`config.mk`:
```
export PLATFORM = sky130hd
export DESIGN_NAME = crc_checked_record_chain_parser
export DESIGN_NICKNAME = d
export VERILOG_FILES = /design/src/hw/rtl/crcrp_pkg.sv /design/src/hw/rtl/crcrp_in_reg.sv /design/src/hw/rtl/crcrp_core.sv /design/src/hw/rtl/crcrp_out_reg.sv /design/src/hw/rtl/crc_checked_record_chain_parser.sv
export SDC_FILE = /design/constraint.sdc
export NUM_CORES = 1
export LEC_CHECK = 0
export BUFFER_PORTS_ARGS = -buffer_cell sky130_fd_sc_hd__buf_2
export CORE_AREA = 10 10 217 260
export CTS_BUF_LIST = sky130_fd_sc_hd__clkbuf_4
export DETAILED_ROUTE_END_ITERATION = 6
export DIE_AREA = 0 0 227 270
export GPL_TIMING_DRIVEN = 0
export PLACE_DENSITY = 0.85
export SYNTH_ARGS = -nofsm -noshare
export SYNTH_HDL_FRONTEND = slang
export SYNTH_SLANG_ARGS = --single-unit
```
`constraint.sdc`:
```
create_clock -name clk -period 16.06 [get_ports clk]
set_input_delay 4.015 -clock clk [delete_from_list [all_inputs] [get_ports clk]]
set_output_delay 4.015 -clock clk [all_outputs]
set_load 0.02 [all_outputs]
```
`src/hw/rtl/crcrp_pkg.sv`:
```
// Shared types, constants and the CRC-32 byte update for the record chain parser.
// No dependencies; imported by every other file of the block.
package crcrp_pkg;

  localparam int APB_ADDR_W = 2;
  localparam logic [APB_ADDR_W-1:0] ADDR_DEVICE_SIZE = 2'd0;
  localparam logic [31:0] DEVICE_SIZE_RESET = 32'd256;

  localparam logic [7:0]  FLAG_BYTE    = 8'hC1;
  localparam logic [31:0] HEADER_BYTES = 32'd12;
  localparam logic [31:0] MAX_DATA_LEN = 32'hFFFF0000;
  localparam logic [31:0] CRC_POLY     = 32'hEDB88320;
  localparam logic [31:0] CRC_INIT     = 32'hFFFFFFFF;

  // header byte positions relative to the record start
  localparam logic [31:0] POS_FLAG      = 32'd0;
  localparam logic [31:0] POS_CRC_FIRST = 32'd4;
  localparam logic [31:0] POS_LEN_FIRST = 32'd8;
  localparam logic [31:0] POS_LEN_LAST  = 32'd11;

  // end_reason codes
  localparam logic [2:0] END_NO_ROOM  = 3'd0;
  localparam logic [2:0] END_NO_FLAG  = 3'd1;
  localparam logic [2:0] END_LEN_BIG  = 3'd2;
  localparam logic [2:0] END_OVERRUN  = 3'd3;
  localparam logic [2:0] END_CRC_BAD  = 3'd4;
  localparam logic [2:0] END_EMPTY    = 3'd5;

  localparam int TDATA_W = 192;

  typedef struct packed {
    logic       first_byte;
    logic [7:0] data_byte;
  } in_item_t;

  typedef struct packed {
    logic        record_valid;
    logic        chain_done;
    logic [23:0] record_tag;
    logic [31:0] data_length;
    logic [31:0] record_offset;
    logic [31:0] record_bytes;
    logic [2:0]  end_reason;
    logic        chain_complete;
    logic [31:0] record_count;
    logic [31:0] total_bytes;
  } result_t;

  // reflected CRC-32, one byte
  function automatic logic [31:0] crc_byte(input logic [31:0] crc_in, input logic [7:0] b);
    logic [31:0] c;
    c = crc_in ^ {24'd0, b};
    for (int i = 0; i < 8; i++) begin
      c = c[0] ? ((c >> 1) ^ CRC_POLY) : (c >> 1);
    end
    return c;
  endfunction

endpackage

```
`src/hw/rtl/crcrp_in_reg.sv`:
```
// Input register of the record chain parser: holds one item ahead of the parse logic.
// Depends on crcrp_pkg.
module crcrp_in_reg
  import crcrp_pkg::*;
(
  input  logic     clk,
  input  logic     rst,
  input  logic     s_valid,
  output logic     s_ready,
  input  in_item_t s_item,
  input  logic     advance,
  output logic     item_valid,
  output in_item_t item
);

  logic item_valid_next;

  assign s_ready = !item_valid || advance;

  always_comb begin
    item_valid_next = item_valid;
    if (s_valid && s_ready) begin
      item_valid_next = 1'b1;
    end else if (advance) begin
      item_valid_next = 1'b0;
    end
  end

  always_ff @(posedge clk) begin
    if (rst) begin
      item_valid <= 1'b0;
    end else begin
      item_valid <= item_valid_next;
    end
  end

  always_ff @(posedge clk) begin
    if (s_valid && s_ready) begin
      item <= s_item;
    end
  end

endmodule

```
`src/hw/rtl/crcrp_core.sv`:
```
// Parse state and per-byte decisions: header capture, CRC update, bound checks.
// Depends on crcrp_pkg.
module crcrp_core
  import crcrp_pkg::*;
#(
  parameter int RECORD_ALIGN = 4
) (
  input  logic        clk,
  input  logic        rst,
  input  logic [31:0] device_size,
  input  logic        fire,
  input  in_item_t    item,
  output logic        has_result,
  output result_t     result
);

  localparam int MW = (RECORD_ALIGN > 1) ? $clog2(RECORD_ALIGN) : 1;
  localparam logic [MW:0] ALIGN_V = (MW+1)'(RECORD_ALIGN);

  // payload length mod RECORD_ALIGN, one bit at a time
  function automatic logic [MW-1:0] mod_step(input logic [MW-1:0] m_in, input logic [7:0] b);
    logic [MW-1:0] m;
    logic [MW:0]   t;
    m = m_in;
    for (int i = 7; i >= 0; i--) begin
      t = {m, b[i]};
      if (t >= ALIGN_V) begin
        t = t - ALIGN_V;
      end
      m = t[MW-1:0];
    end
    return m;
  endfunction

  // state
  logic [31:0]   rel;
  logic [31:0]   start;
  logic [31:0]   crc;
  logic [31:0]   count;
  logic          finished;
  logic [31:0]   stored_crc;
  logic [23:0]   tag;
  logic [31:0]   plen;
  logic [MW-1:0] len_mod;
  logic [31:0]   rec_bytes;
  logic [31:0]   next_start;

  logic [31:0]   rel_next;
  logic [31:0]   start_next;
  logic [31:0]   crc_next;
  logic [31:0]   count_next;
  logic          finished_next;

  // per-byte terms
  logic [7:0]    b;
  logic          first;
  logic [31:0]   cur_rel;
  logic [31:0]   cur_start;
  logic [31:0]   cur_crc;
  logic [31:0]   cur_count;
  logic [31:0]   rel_inc;
  logic          in_crc_field;
  logic [31:0]   crc_new;
  logic [31:0]   len_full;
  logic [MW-1:0] m_in;
  logic [MW-1:0] m_new;
  logic [MW:0]   pad;
  logic [32:0]   sum_a;
  logic [32:0]   sum_b;
  logic [32:0]   sum_tail;
  logic [32:0]   dev33;
  logic          at_len_last;
  logic          rec_end;
  logic          crc_ok;
  logic          done_after;

  assign b     = item.data_byte;
  assign first = item.first_byte;

  assign cur_rel   = first ? 32'd0 : rel;
  assign cur_start = first ? 32'd0 : start;
  assign cur_crc   = first ? CRC_INIT : crc;
  assign cur_count = first ? 32'd0 : count;
  assign rel_inc   = cur_rel + 32'd1;

  assign in_crc_field = (cur_rel >= POS_CRC_FIRST) && (cur_rel < POS_LEN_FIRST);
  assign crc_new      = crc_byte(cur_crc, in_crc_field ? 8'd0 : b);

  assign len_full = {plen[23:0], b};
  assign m_in     = (cur_rel == POS_LEN_FIRST) ? '0 : len_mod;
  assign m_new    = mod_step(m_in, b);
  assign pad      = (m_new == '0) ? '0 : (ALIGN_V - {1'b0, m_new});

  // record end and room for a following header, formed without wrap
  assign dev33    = {1'b0, device_size};
  assign sum_a    = {1'b0, cur_start} + {1'b0, len_full} + 33'(pad) + 33'(HEADER_BYTES);
  assign sum_b    = {1'b0, cur_start} + {1'b0, len_full} + 33'(pad) + 33'(2 * HEADER_BYTES);
  assign sum_tail = {1'b0, next_start} + 33'(HEADER_BYTES);

  assign at_len_last = (cur_rel == POS_LEN_LAST);
  // a zero-length record ends on its last header byte
  assign rec_end    = at_len_last ? (len_full == 32'd0)
                                  : ((cur_rel > POS_LEN_LAST) && (rel_inc == rec_bytes));
  assign crc_ok     = ((crc_new ^ CRC_INIT) == stored_crc);
  assign done_after = at_len_last ? (sum_b > dev33) : (sum_tail > dev33);

  always_comb begin
    has_result    = 1'b0;
    result        = '0;
    rel_next      = rel;
    start_next    = start;
    crc_next      = crc;
    count_next    = count;
    finished_next = finished;

    if (fire && (first || !finished)) begin
      rel_next      = rel_inc;
      start_next    = cur_start;
      crc_next      = crc_new;
      count_next    = cur_count;
      finished_next = 1'b0;
      result.chain_complete = 1'b1;
      result.record_count   = cur_count;
      result.total_bytes    = cur_start;

      if (first && (device_size < HEADER_BYTES)) begin
        rel_next          = 32'd0;
        crc_next          = CRC_INIT;
        finished_next     = 1'b1;
        has_result        = 1'b1;
        result.chain_done = 1'b1;
        result.end_reason = (device_size == 32'd0) ? END_EMPTY : END_NO_ROOM;
      end else if (cur_rel == POS_FLAG) begin
        if (b != FLAG_BYTE) begin
          finished_next     = 1'b1;
          has_result        = 1'b1;
          result.chain_done = 1'b1;
          result.end_reason = END_NO_FLAG;
        end
      end else if (at_len_last && (len_full > MAX_DATA_LEN)) begin
        finished_next     = 1'b1;
        has_result        = 1'b1;
        result.chain_done = 1'b1;
        result.end_reason = END_LEN_BIG;
      end else if (at_len_last && (sum_a > dev33)) begin
        finished_next         = 1'b1;
        has_result            = 1'b1;
        result.chain_done     = 1'b1;
        result.end_reason     = END_OVERRUN;
        result.chain_complete = 1'b0;
      end else if (rec_end) begin
        has_result = 1'b1;
        if (!crc_ok) begin
          finished_next     = 1'b1;
          result.chain_done = 1'b1;
          result.end_reason = END_CRC_BAD;
        end else begin
          rel_next             = 32'd0;
          crc_next             = CRC_INIT;
          start_next           = at_len_last ? sum_a[31:0] : next_start;
          count_next           = cur_count + 32'd1;
          finished_next        = done_after;
          result.record_valid  = 1'b1;
          result.chain_done    = done_after;
          result.end_reason    = END_NO_ROOM;
          result.record_tag    = tag;
          result.data_length   = at_len_last ? len_full : plen;
          result.record_offset = cur_start;
          result.record_bytes  = at_len_last ? HEADER_BYTES : rec_bytes;
          result.record_count  = cur_count + 32'd1;
          result.total_bytes   = at_len_last ? sum_a[31:0] : next_start;
        end
      end
    end
  end

  always_ff @(posedge clk) begin
    if (rst) begin
      rel      <= 32'd0;
      start    <= 32'd0;
      crc      <= CRC_INIT;
      count    <= 32'd0;
      finished <= 1'b1;
    end else begin
      rel      <= rel_next;
      start    <= start_next;
      crc      <= crc_next;
      count    <= count_next;
      finished <= finished_next;
    end
  end

  // header fields shift in as their bytes pass
  always_ff @(posedge clk) begin
    if (fire && (first || !finished)) begin
      if ((cur_rel >= 32'd1) && (cur_rel < POS_CRC_FIRST)) begin
        tag <= {tag[15:0], b};
      end
      if (in_crc_field) begin
        stored_crc <= {stored_crc[23:0], b};
      end
      if ((cur_rel >= POS_LEN_FIRST) && (cur_rel <= POS_LEN_LAST)) begin
        plen    <= len_full;
        len_mod <= m_new;
      end
      if (at_len_last) begin
        rec_bytes  <= len_full + 32'(pad) + HEADER_BYTES;
        next_start <= sum_a[31:0];
      end
    end
  end

endmodule

```
`src/hw/rtl/crcrp_out_reg.sv`:
```
// Result register of the record chain parser; loads whenever it is empty or being drained.
// Depends on crcrp_pkg.
module crcrp_out_reg
  import crcrp_pkg::*;
(
  input  logic    clk,
  input  logic    rst,
  input  logic    fire,
  input  logic    has_result,
  input  result_t result,
  input  logic    m_ready,
  output logic    m_valid,
  output result_t m_result,
  output logic    advance
);

  assign advance = !m_valid || m_ready;

  always_ff @(posedge clk) begin
    if (rst) begin
      m_valid <= 1'b0;
    end else if (advance) begin
      m_valid <= fire && has_result;
    end
  end

  always_ff @(posedge clk) begin
    if (advance && fire && has_result) begin
      m_result <= result;
    end
  end

endmodule

```
`src/hw/rtl/crc_checked_record_chain_parser.sv`:
```
// Top level of the CRC-32 checked record chain parser: APB register, stream ports.
// Depends on crcrp_pkg, crcrp_in_reg, crcrp_core, crcrp_out_reg.
//
//   channel   role       fields
//   s_*       in item    tdata: data_byte[7:0]; tuser: first_byte
//   m_*       result     tdata: tag, length, offset, bytes, reason, complete, count, total
//                        tlast: chain_done; tuser: record_valid
//   APB       config     device_size_bytes at byte address 0
//
// One item per cycle while the result register is not stalled; an accepted item passes
// the input register, then one pass of parse logic and CRC update, into the result register.
// The parse state loop (relative offset, CRC, record start) is held in core registers and fed back.
// Synchronous active-high reset; no clearing pass. The chain waits for a first byte.
// A stalled result register holds the parse logic; the input register still fills.
module crc_checked_record_chain_parser
  import crcrp_pkg::*;
#(
  parameter int RECORD_ALIGN = 4
) (
  input  logic                  clk,
  input  logic                  rst,
  input  logic                  s_tvalid,
  output logic                  s_tready,
  input  logic [7:0]            s_tdata,   // data_byte[7:0]
  input  logic                  s_tuser,   // first_byte
  output logic                  m_tvalid,
  input  logic                  m_tready,
  // record_tag[23:0], data_length[55:24], record_offset[87:56], record_bytes[119:88],
  // end_reason[122:120], chain_complete[123], record_count[155:124],
  // total_bytes[187:156], zero[191:188]
  output logic [TDATA_W-1:0]    m_tdata,
  output logic                  m_tlast,   // chain_done
  output logic                  m_tuser,   // record_valid
  input  logic                  psel,
  input  logic                  penable,
  input  logic                  pwrite,
  input  logic [APB_ADDR_W-1:0] paddr,
  input  logic [31:0]           pwdata,
  output logic [31:0]           prdata,
  output logic                  pready
);

  logic [31:0] device_size;
  logic        advance;
  logic        item_valid;
  in_item_t    s_item;
  in_item_t    item;
  logic        fire;
  logic        has_result;
  result_t     result;
  result_t     m_result;

  assign pready = 1'b1;
  assign prdata = (paddr == ADDR_DEVICE_SIZE) ? device_size : 32'd0;

  always_ff @(posedge clk) begin
    if (rst) begin
      device_size <= DEVICE_SIZE_RESET;
    end else if (psel && penable && pwrite && (paddr == ADDR_DEVICE_SIZE)) begin
      device_size <= pwdata;
    end
  end

  assign s_item.data_byte  = s_tdata;
  assign s_item.first_byte = s_tuser;
  assign fire = item_valid && advance;

  crcrp_in_reg u_in_reg (
    .clk        (clk),
    .rst        (rst),
    .s_valid    (s_tvalid),
    .s_ready    (s_tready),
    .s_item     (s_item),
    .advance    (advance),
    .item_valid (item_valid),
    .item       (item)
  );

  crcrp_core #(
    .RECORD_ALIGN (RECORD_ALIGN)
  ) u_core (
    .clk         (clk),
    .rst         (rst),
    .device_size (device_size),
    .fire        (fire),
    .item        (item),
    .has_result  (has_result),
    .result      (result)
  );

  crcrp_out_reg u_out_reg (
    .clk        (clk),
    .rst        (rst),
    .fire       (fire),
    .has_result (has_result),
    .result     (result),
    .m_ready    (m_tready),
    .m_valid    (m_tvalid),
    .m_result   (m_result),
    .advance    (advance)
  );

  assign m_tuser = m_result.record_valid;
  assign m_tlast = m_result.chain_done;
  assign m_tdata = {4'd0,
                    m_result.total_bytes,
                    m_result.record_count,
                    m_result.chain_complete,
                    m_result.end_reason,
                    m_result.record_bytes,
                    m_result.record_offset,
                    m_result.data_length,
                    m_result.record_tag};

  // every result either carries a record or ends the chain
  a_result_kind: assert property (@(posedge clk) disable iff (rst)
    m_tvalid |-> (m_tuser || m_tlast))
    else $error("result with neither record nor chain end");

  // a held result is never overwritten by the parse logic
  a_no_overwrite: assert property (@(posedge clk) disable iff (rst)
    (m_tvalid && !m_tready) |-> !fire)
    else $error("parse step while result stalled");

  // incomplete marking only on a chain end by overrun
  a_incomplete: assert property (@(posedge clk) disable iff (rst)
    (m_tvalid && !m_result.chain_complete) |->
      (m_tlast && (m_result.end_reason == END_OVERRUN)))
    else $error("incomplete chain without overrun end");

  // an accepted record can only end the chain for lack of room
  a_record_reason: assert property (@(posedge clk) disable iff (rst)
    (m_tvalid && m_tuser) |-> (m_result.end_reason == END_NO_ROOM))
    else $error("record result with a failure reason");

endmodule

```
Word level (Yosys, flattened, before mapping)
Index checks and enable logic that the tools add are counted.
{"block": "classes", "add_sub_neg": 18, "n_lt_le_gt_ge": 20, "n_eq_ne": 5, "muxes": 89, "n_bitwise": 13, "reduce_logical": 35}
{"op": "32-bit two-way mux", "n": 40}
{"op": "65-bit two-way mux", "n": 3}
{"op": "64-bit two-way mux", "n": 3}
{"op": "124-bit two-way mux", "n": 1}
{"op": "120-bit two-way mux", "n": 1}
{"op": "13-bit inverter with 14-bit output", "n": 8}
{"op": "33-bit by 32-bit > comparator with 1-bit output", "n": 3}
{"op": "32-bit logical NOT", "n": 3}
{"op": "32-bit by 1-bit adder with 32-bit output, second input constant", "n": 2}
{"op": "32-bit == test", "n": 2}
{"op": "32-bit by 4-bit == test with 1-bit output, second input constant", "n": 2}
{"op": "32-bit by 4-bit less-than comparator with 1-bit output, second input constant", "n": 2}
{"op": "32-bit by 32-bit adder with 33-bit output", "n": 1}
{"op": "32-bit by 4-bit adder with 33-bit output, second input constant", "n": 1}
{"op": "33-bit by 3-bit adder with 33-bit output", "n": 1}
{"op": "33-bit by 4-bit adder with 33-bit output, second input constant", "n": 1}
{"op": "33-bit by 5-bit adder with 33-bit output, second input constant", "n": 1}
{"op": "32-bit by 3-bit adder with 32-bit output", "n": 1}
{"op": "32-bit by 4-bit adder with 32-bit output, second input constant", "n": 1}
{"op": "32-bit by 1-bit greater-or-equal comparator with 1-bit output, second input constant", "n": 1}
{"op": "32-bit by 3-bit greater-or-equal comparator with 1-bit output, second input constant", "n": 1}
{"op": "32-bit by 4-bit greater-or-equal comparator with 1-bit output, second input constant", "n": 1}
{"op": "32-bit > comparator, second input constant", "n": 1}
{"op": "32-bit by 4-bit > comparator with 1-bit output, second input constant", "n": 1}
{"op": "other kinds (22)", "n": 98}
{"block": "word_totals", "reg_bits": 516, "out_inout_bits": 229}

Depth between registers and ports, before layout
{"block": "depth", "word_depth": 31, "ltp_mapped": 38, "ltp_nobuf": 30}

Modules after synthesis
A second synthesis with hierarchy kept.
{"block": "unflattened", "cells_unflattened": 3344, "hier_area_um2": 32341.0}
{"mod": "crcrp_core", "n_inst": 1, "cells_each": 2951, "area_per_inst_um2": 24502.2, "seq_area_each_um2": 7146.9}
{"mod": "crcrp_out_reg", "n_inst": 1, "cells_each": 195, "area_per_inst_um2": 5768.0, "seq_area_each_um2": 5725.5}
{"mod": "crc_checked_record_chain_parser", "n_inst": 1, "cells_each": 184, "area_per_inst_um2": 1745.4, "seq_area_each_um2": 640.6}
{"mod": "crcrp_in_reg", "n_inst": 1, "cells_each": 14, "area_per_inst_um2": 325.3, "seq_area_each_um2": 290.3}

Least setup slack after synthesis
No wires, ideal clock.
{"block": "synth_timing", "path_type": "register to register", "from": "reg u_in_reg.item[8] (netlist name)", "to": "reg u_out_reg.m_result[0] (netlist name)", "setup_time_ns": 0.542, "arrival_time_ns": 11.579, "required_ns": 15.518, "path_slack_ns": 3.939, "stages_incl_launch_ff": 33, "path_buffers": 9, "path_cell_list": "edfxtp_1 > buf_2 > clkbuf_1 > buf_1 > clkbuf_1 > clkbuf_1 > clkbuf_1 > clkbuf_1 > buf_2 > clkbuf_1 > nor2b_1 > ha_1 > or2_2 > ha_1 > fa_1 > a211oi_1 > o21ai_0 > a2111o_1 > o311ai_1 > nand4b_2 > nor3_1 > nand2_1 > or4_1 > xnor2_1 > ha_1 > nand2_1 > nor4_1 > a41oi_1 > o31ai_1 > and2_1 > a31oi_2 > o31ai_1 > inv_1"}
{"block": "synth_via", "elab_cells_between_ends": 54, "classes_between": "13 x add/sub; 10 x order compare; 3 x eq/ne; 19 x mux; 9 x reduce/logical"}
{"item": "32-bit two-way mux", "line": "crcrp_core.sv:81", "source": "assign cur_start = first ? 32'd0 : start;"}
{"item": "via u_core.cur_start[0]", "line": "crcrp_core.sv:58", "source": "logic [31:0] cur_start;"}
{"item": "32-bit by 32-bit adder with 33-bit output", "line": "crcrp_core.sv:96", "source": "assign sum_a = {1'b0, cur_start} + {1'b0, len_full} + 33'(pad) + 33'(HEADER_BYTES);"}
{"item": "33-bit by 3-bit adder with 33-bit output", "line": "crcrp_core.sv:96"}
{"item": "33-bit by 4-bit adder with 33-bit output", "line": "crcrp_core.sv:96"}
{"item": "33-bit by 32-bit > comparator with 1-bit output", "line": "crcrp_core.sv:145", "source": "end else if (at_len_last && (sum_a > dev33)) begin"}
{"item": "1-bit logical AND", "line": "crcrp_core.sv:145"}
{"item": "1-bit two-way mux", "line": "crcrp_core.sv:145"}
{"item": "1-bit two-way mux", "line": "crcrp_core.sv:140", "source": "end else if (at_len_last && (len_full > MAX_DATA_LEN)) begin"}
{"item": "1-bit two-way mux", "line": "crcrp_core.sv:133", "source": "end else if (cur_rel == POS_FLAG) begin"}
{"item": "1-bit two-way mux", "line": "crcrp_core.sv:126", "source": "if (first && (device_size < HEADER_BYTES)) begin"}
{"item": "1-bit two-way mux", "line": "crcrp_core.sv:116", "source": "if (fire && (first || !finished)) begin"}
{"item": "1-bit logical AND", "line": "crcrp_out_reg.sv:28", "source": "if (advance && fire && has_result) begin"}
The timed path passes the listed nets, and every way through them passes these cells.
A chain may end at the register's enable or synchronous reset.

Worst setup path after layout
{"block": "layout_timing", "from": "reg u_in_reg.item[8] (netlist name)", "to": "reg u_out_reg.m_result[17] (netlist name)"}
{"block": "layout_via", "elab_chain_len": 30, "elab_cells_between_ends": 78, "classes_between": "13 x add/sub; 12 x order compare; 4 x eq/ne; 30 x mux; 10 x bitwise; 9 x reduce/logical"}
{"item": "branches (longest 30 deep; another with 3-bit greater-or-equal comparator)"}
Parallel ways; which one is timed is not known.

==> results_dict.tcl <==
set metrics [dict create \
    coreArea_um2 51100 \
    rsz0062_at_grt "no" \
    grt_pass1_wl_um 180000 \
    drc 1 \
    root_buffer "clkbuf_4" \
    htreeDepth 4 \
    yosysWarnings 0 \
    first_global_vias 29275 \
    clock_latency_ns 1.03 \
    postLayoutCoreUtil_pct 70.5 \
    p_seq_share_pct 47.8 \
    cts_made_buffers 132 \
    fin_crit_ns 15.51 \
    place.gp.congestion 1.06 \
    setup_viol 0 \
    drive_above_1_share_pct 15.9 \
    grt_max_degree 98 \
    wl_per_cell_um 27.2 \
    syn_area_per_cell_um2 9.61 \
    die_y_um 270 \
    crit_path_max_incr_delay_ns 1.00 \
    synthTopCellsByCount "390 x nand2_1, 351 x edfxtp_1, 220 x nor2_1" \
    synthDistinctLibCells 102 \
    path_class "register to register" \
    seq_area_frac_synth_pct 43.2 \
    antenna_found_initial 6 \
    synth_edf_count 351 \
    combPwrFrac_pct 13.3 \
    async_flop_share_pct 0 \
    via_per_inst 6.52 \
    finalWirelength_um 122000 \
    p_leak_nw 13.6 \
    synth_cells 3328 \
    ant_nets 0 \
    end_kind "register" \
    synth-seq-cells 514 \
    pre_cts_slack_ns 1.65 \
    drv_cap 0 \
    slew_headroom_pct 12.8 \
    crit_path_max_fanout 10 \
    power_density_nw_per_um2 84.8 \
    violations "design-rule violations" \
    status "complete, but fails checks" \
    p_sw_mw 0.888 \
    fmax_ghz 0.0645 \
    io_pins 279 \
    die_area_um2 61300 \
    pwr-share-clk_pct 38.8 \
    finClkSkew_ns 0.0720 \
    worstMarginPinSlew_ns 1.30 \
    maxSlewViolCount 0 \
    critical_path.most_common_cell "clkbuf_1" \
    crit_required_ns 16.83 \
    hold_viol 0 \
    grt_usage_pct 39.6 \
    post-route-period-util_pct 96.6 \
    drtIter0Drc 3398 \
    ir_drop_mv 0.0555 \
    clkSinkCount 514 \
    netSwitchingFraction_pct 29.0 \
    synth_largest_area_cell "edfxtp_1" \
    layout.nets 3969 \
    intPower_mw 2.17 \
    synthFlopType "edfxtp_1" \
    holdWs_ns 0.444 \
    ys_top_cells_by_area "edfxtp_1 33%, dfxtp_1 10%, ha_1 6.8%" \
    synth.most_common_cell "nand2_1" \
    min_path_type "register to register" \
    start_util_pct 62.6 \
    cts_resized 0 \
    arrival_ns 16.28 \
    clkSlewWorstSetupHoldPaths_ns 0.07 \
    cts_tree "done" \
    io_buffers 273 \
    hpwl_um 93200 \
    yosysTopAreaCellShare_pct 33.0 \
    finalWorstSetupSlack_ns 0.551 \
    rows 91 \
    die_width_um 227 \
    grt-ovfl-total 0 \
    cts_buffer_depth 3 \
    dr.pass1.iters 7 \
    start_kind "register" \
    slowest_stage "o31ai_1" \
    ctsHoldBuffers 0 \
    via_count 29381 \
    cts_setup_buffers 0 \
    synth_area_um2 32000 \
    areaGrowthSynthToFinish_pct 12.7 \
]
## power by group through the flow
stage | registers (mW) | clock network [mW] | logic, mW
floorplan | 1.52 | 0 | 0.226
global placement | 1.49 | 0 | 0.390
detailed placement | 1.49 | 0 | 0.397
CTS | 1.46 | 1.19 | 0.399
global route | 1.46 | 1.26 | 0.427
finish | 1.46 | 1.19 | 0.408
## state kept, by name (all words and copies together), names as in the netlist, 9 cells and up
| register | flops |
|---|---|
| device_size | 32 |
| u_core.count | 32 |
| u_core.crc | 32 |
| u_core.next_start | 32 |
| u_core.plen | 32 |
| u_core.rec_bytes | 32 |
| u_core.rel | 32 |
| u_core.start | 32 |
| u_core.stored_crc | 32 |
| u_core.tag | 24 |
| u_in_reg.item | 9 |
| u_out_reg.m_result | 190 |
## kinds of logic (layout without fill, tap and decap cells)
family / count (synthesis) / after routing / synth area share [%]
other cells: 2 / 9 / 0.0235
flops: 514 / 514 / 43.2
compound gates: 609 / 609 / 12.6
buf+inv: 276 / 797 / 3.54
mux: 39 / 39 / 1.27
fa+ha+maj: 176 / 176 / 6.93
simple gates: 1385 / 1385 / 22.7
xor+xnor: 327 / 327 / 9.79
## metrics by stage
stage	setup TNS (ns)	cell area, um^2	instances	power [mW]
6_report	0	36000	4507	3.06
3_3_place_gp	-480.07	34200	4255	1.88
4_1_cts	0	36000	4502	3.05
3_5_place_dp	0	34300	4259	1.89
5_1_grt	0	36000	4506	3.15
2_1_floorplan	0	32000	3331	1.75
## final timing paths
check	depth (start not counted)	slack [ns]	endpoint	start
max reg2reg	35	0.55	u_out_reg.m_result[17]$_SDFFCE_PN0P_	u_in_reg.item[8]$_DFFE_PP_
min	0	0.44	u_core.tag[10]$_DFFE_PP_	u_core.tag[2]$_DFFE_PP_
min reg2reg	0	0.44	u_core.tag[10]$_DFFE_PP_	u_core.tag[2]$_DFFE_PP_
max	35	0.55	u_out_reg.m_result[17]$_SDFFCE_PN0P_	u_in_reg.item[8]$_DFFE_PP_
## metal layers
layer	routed length [um]	up-vias	global-route usage, %
li1	-	13064	-
met1	40400	13780	41.1
met2	58900	1904	65.7
met3	11500	631	10.9
met4	11700	2	32.4
met5	19	-	0
## worst max-delay path: cells and delay by family, from the launching register on
family / cells / cell delay [ns]
AOI/OAI and AO/OA: 12 / 3.77
xor gates and xnor gates: 2 / 0.51
DFF: 1 / 0.63
adders and majority gates: 3 / 0.98
and+or+nand+nor: 7 / 3.03
buffers and inverters: 11 / 6.29
## cell usage in the layout, fill, tap and decap left out, drive strengths merged, types with 123 or more instances in the layout
master and n:
a21oi 191, buf 323, clkbuf 346, dfxtp 163
edfxtp 351, ha 174, nand2 390, nor2 221
o21ai 123, xnor2 207
## final cells by class
class	instances	area, um^2
repair buffers	278	1480
fillers	4027	15100
diodes	4	10.0
flip-flops and latches	514	13800
multi-input cells	2541	17100
clock buffers	201	1510
inverters	86	330
clock inverters	42	213
plain buffers	190	810
well taps	651	815
No activity file was read; power rests on OpenSTA's default activity.
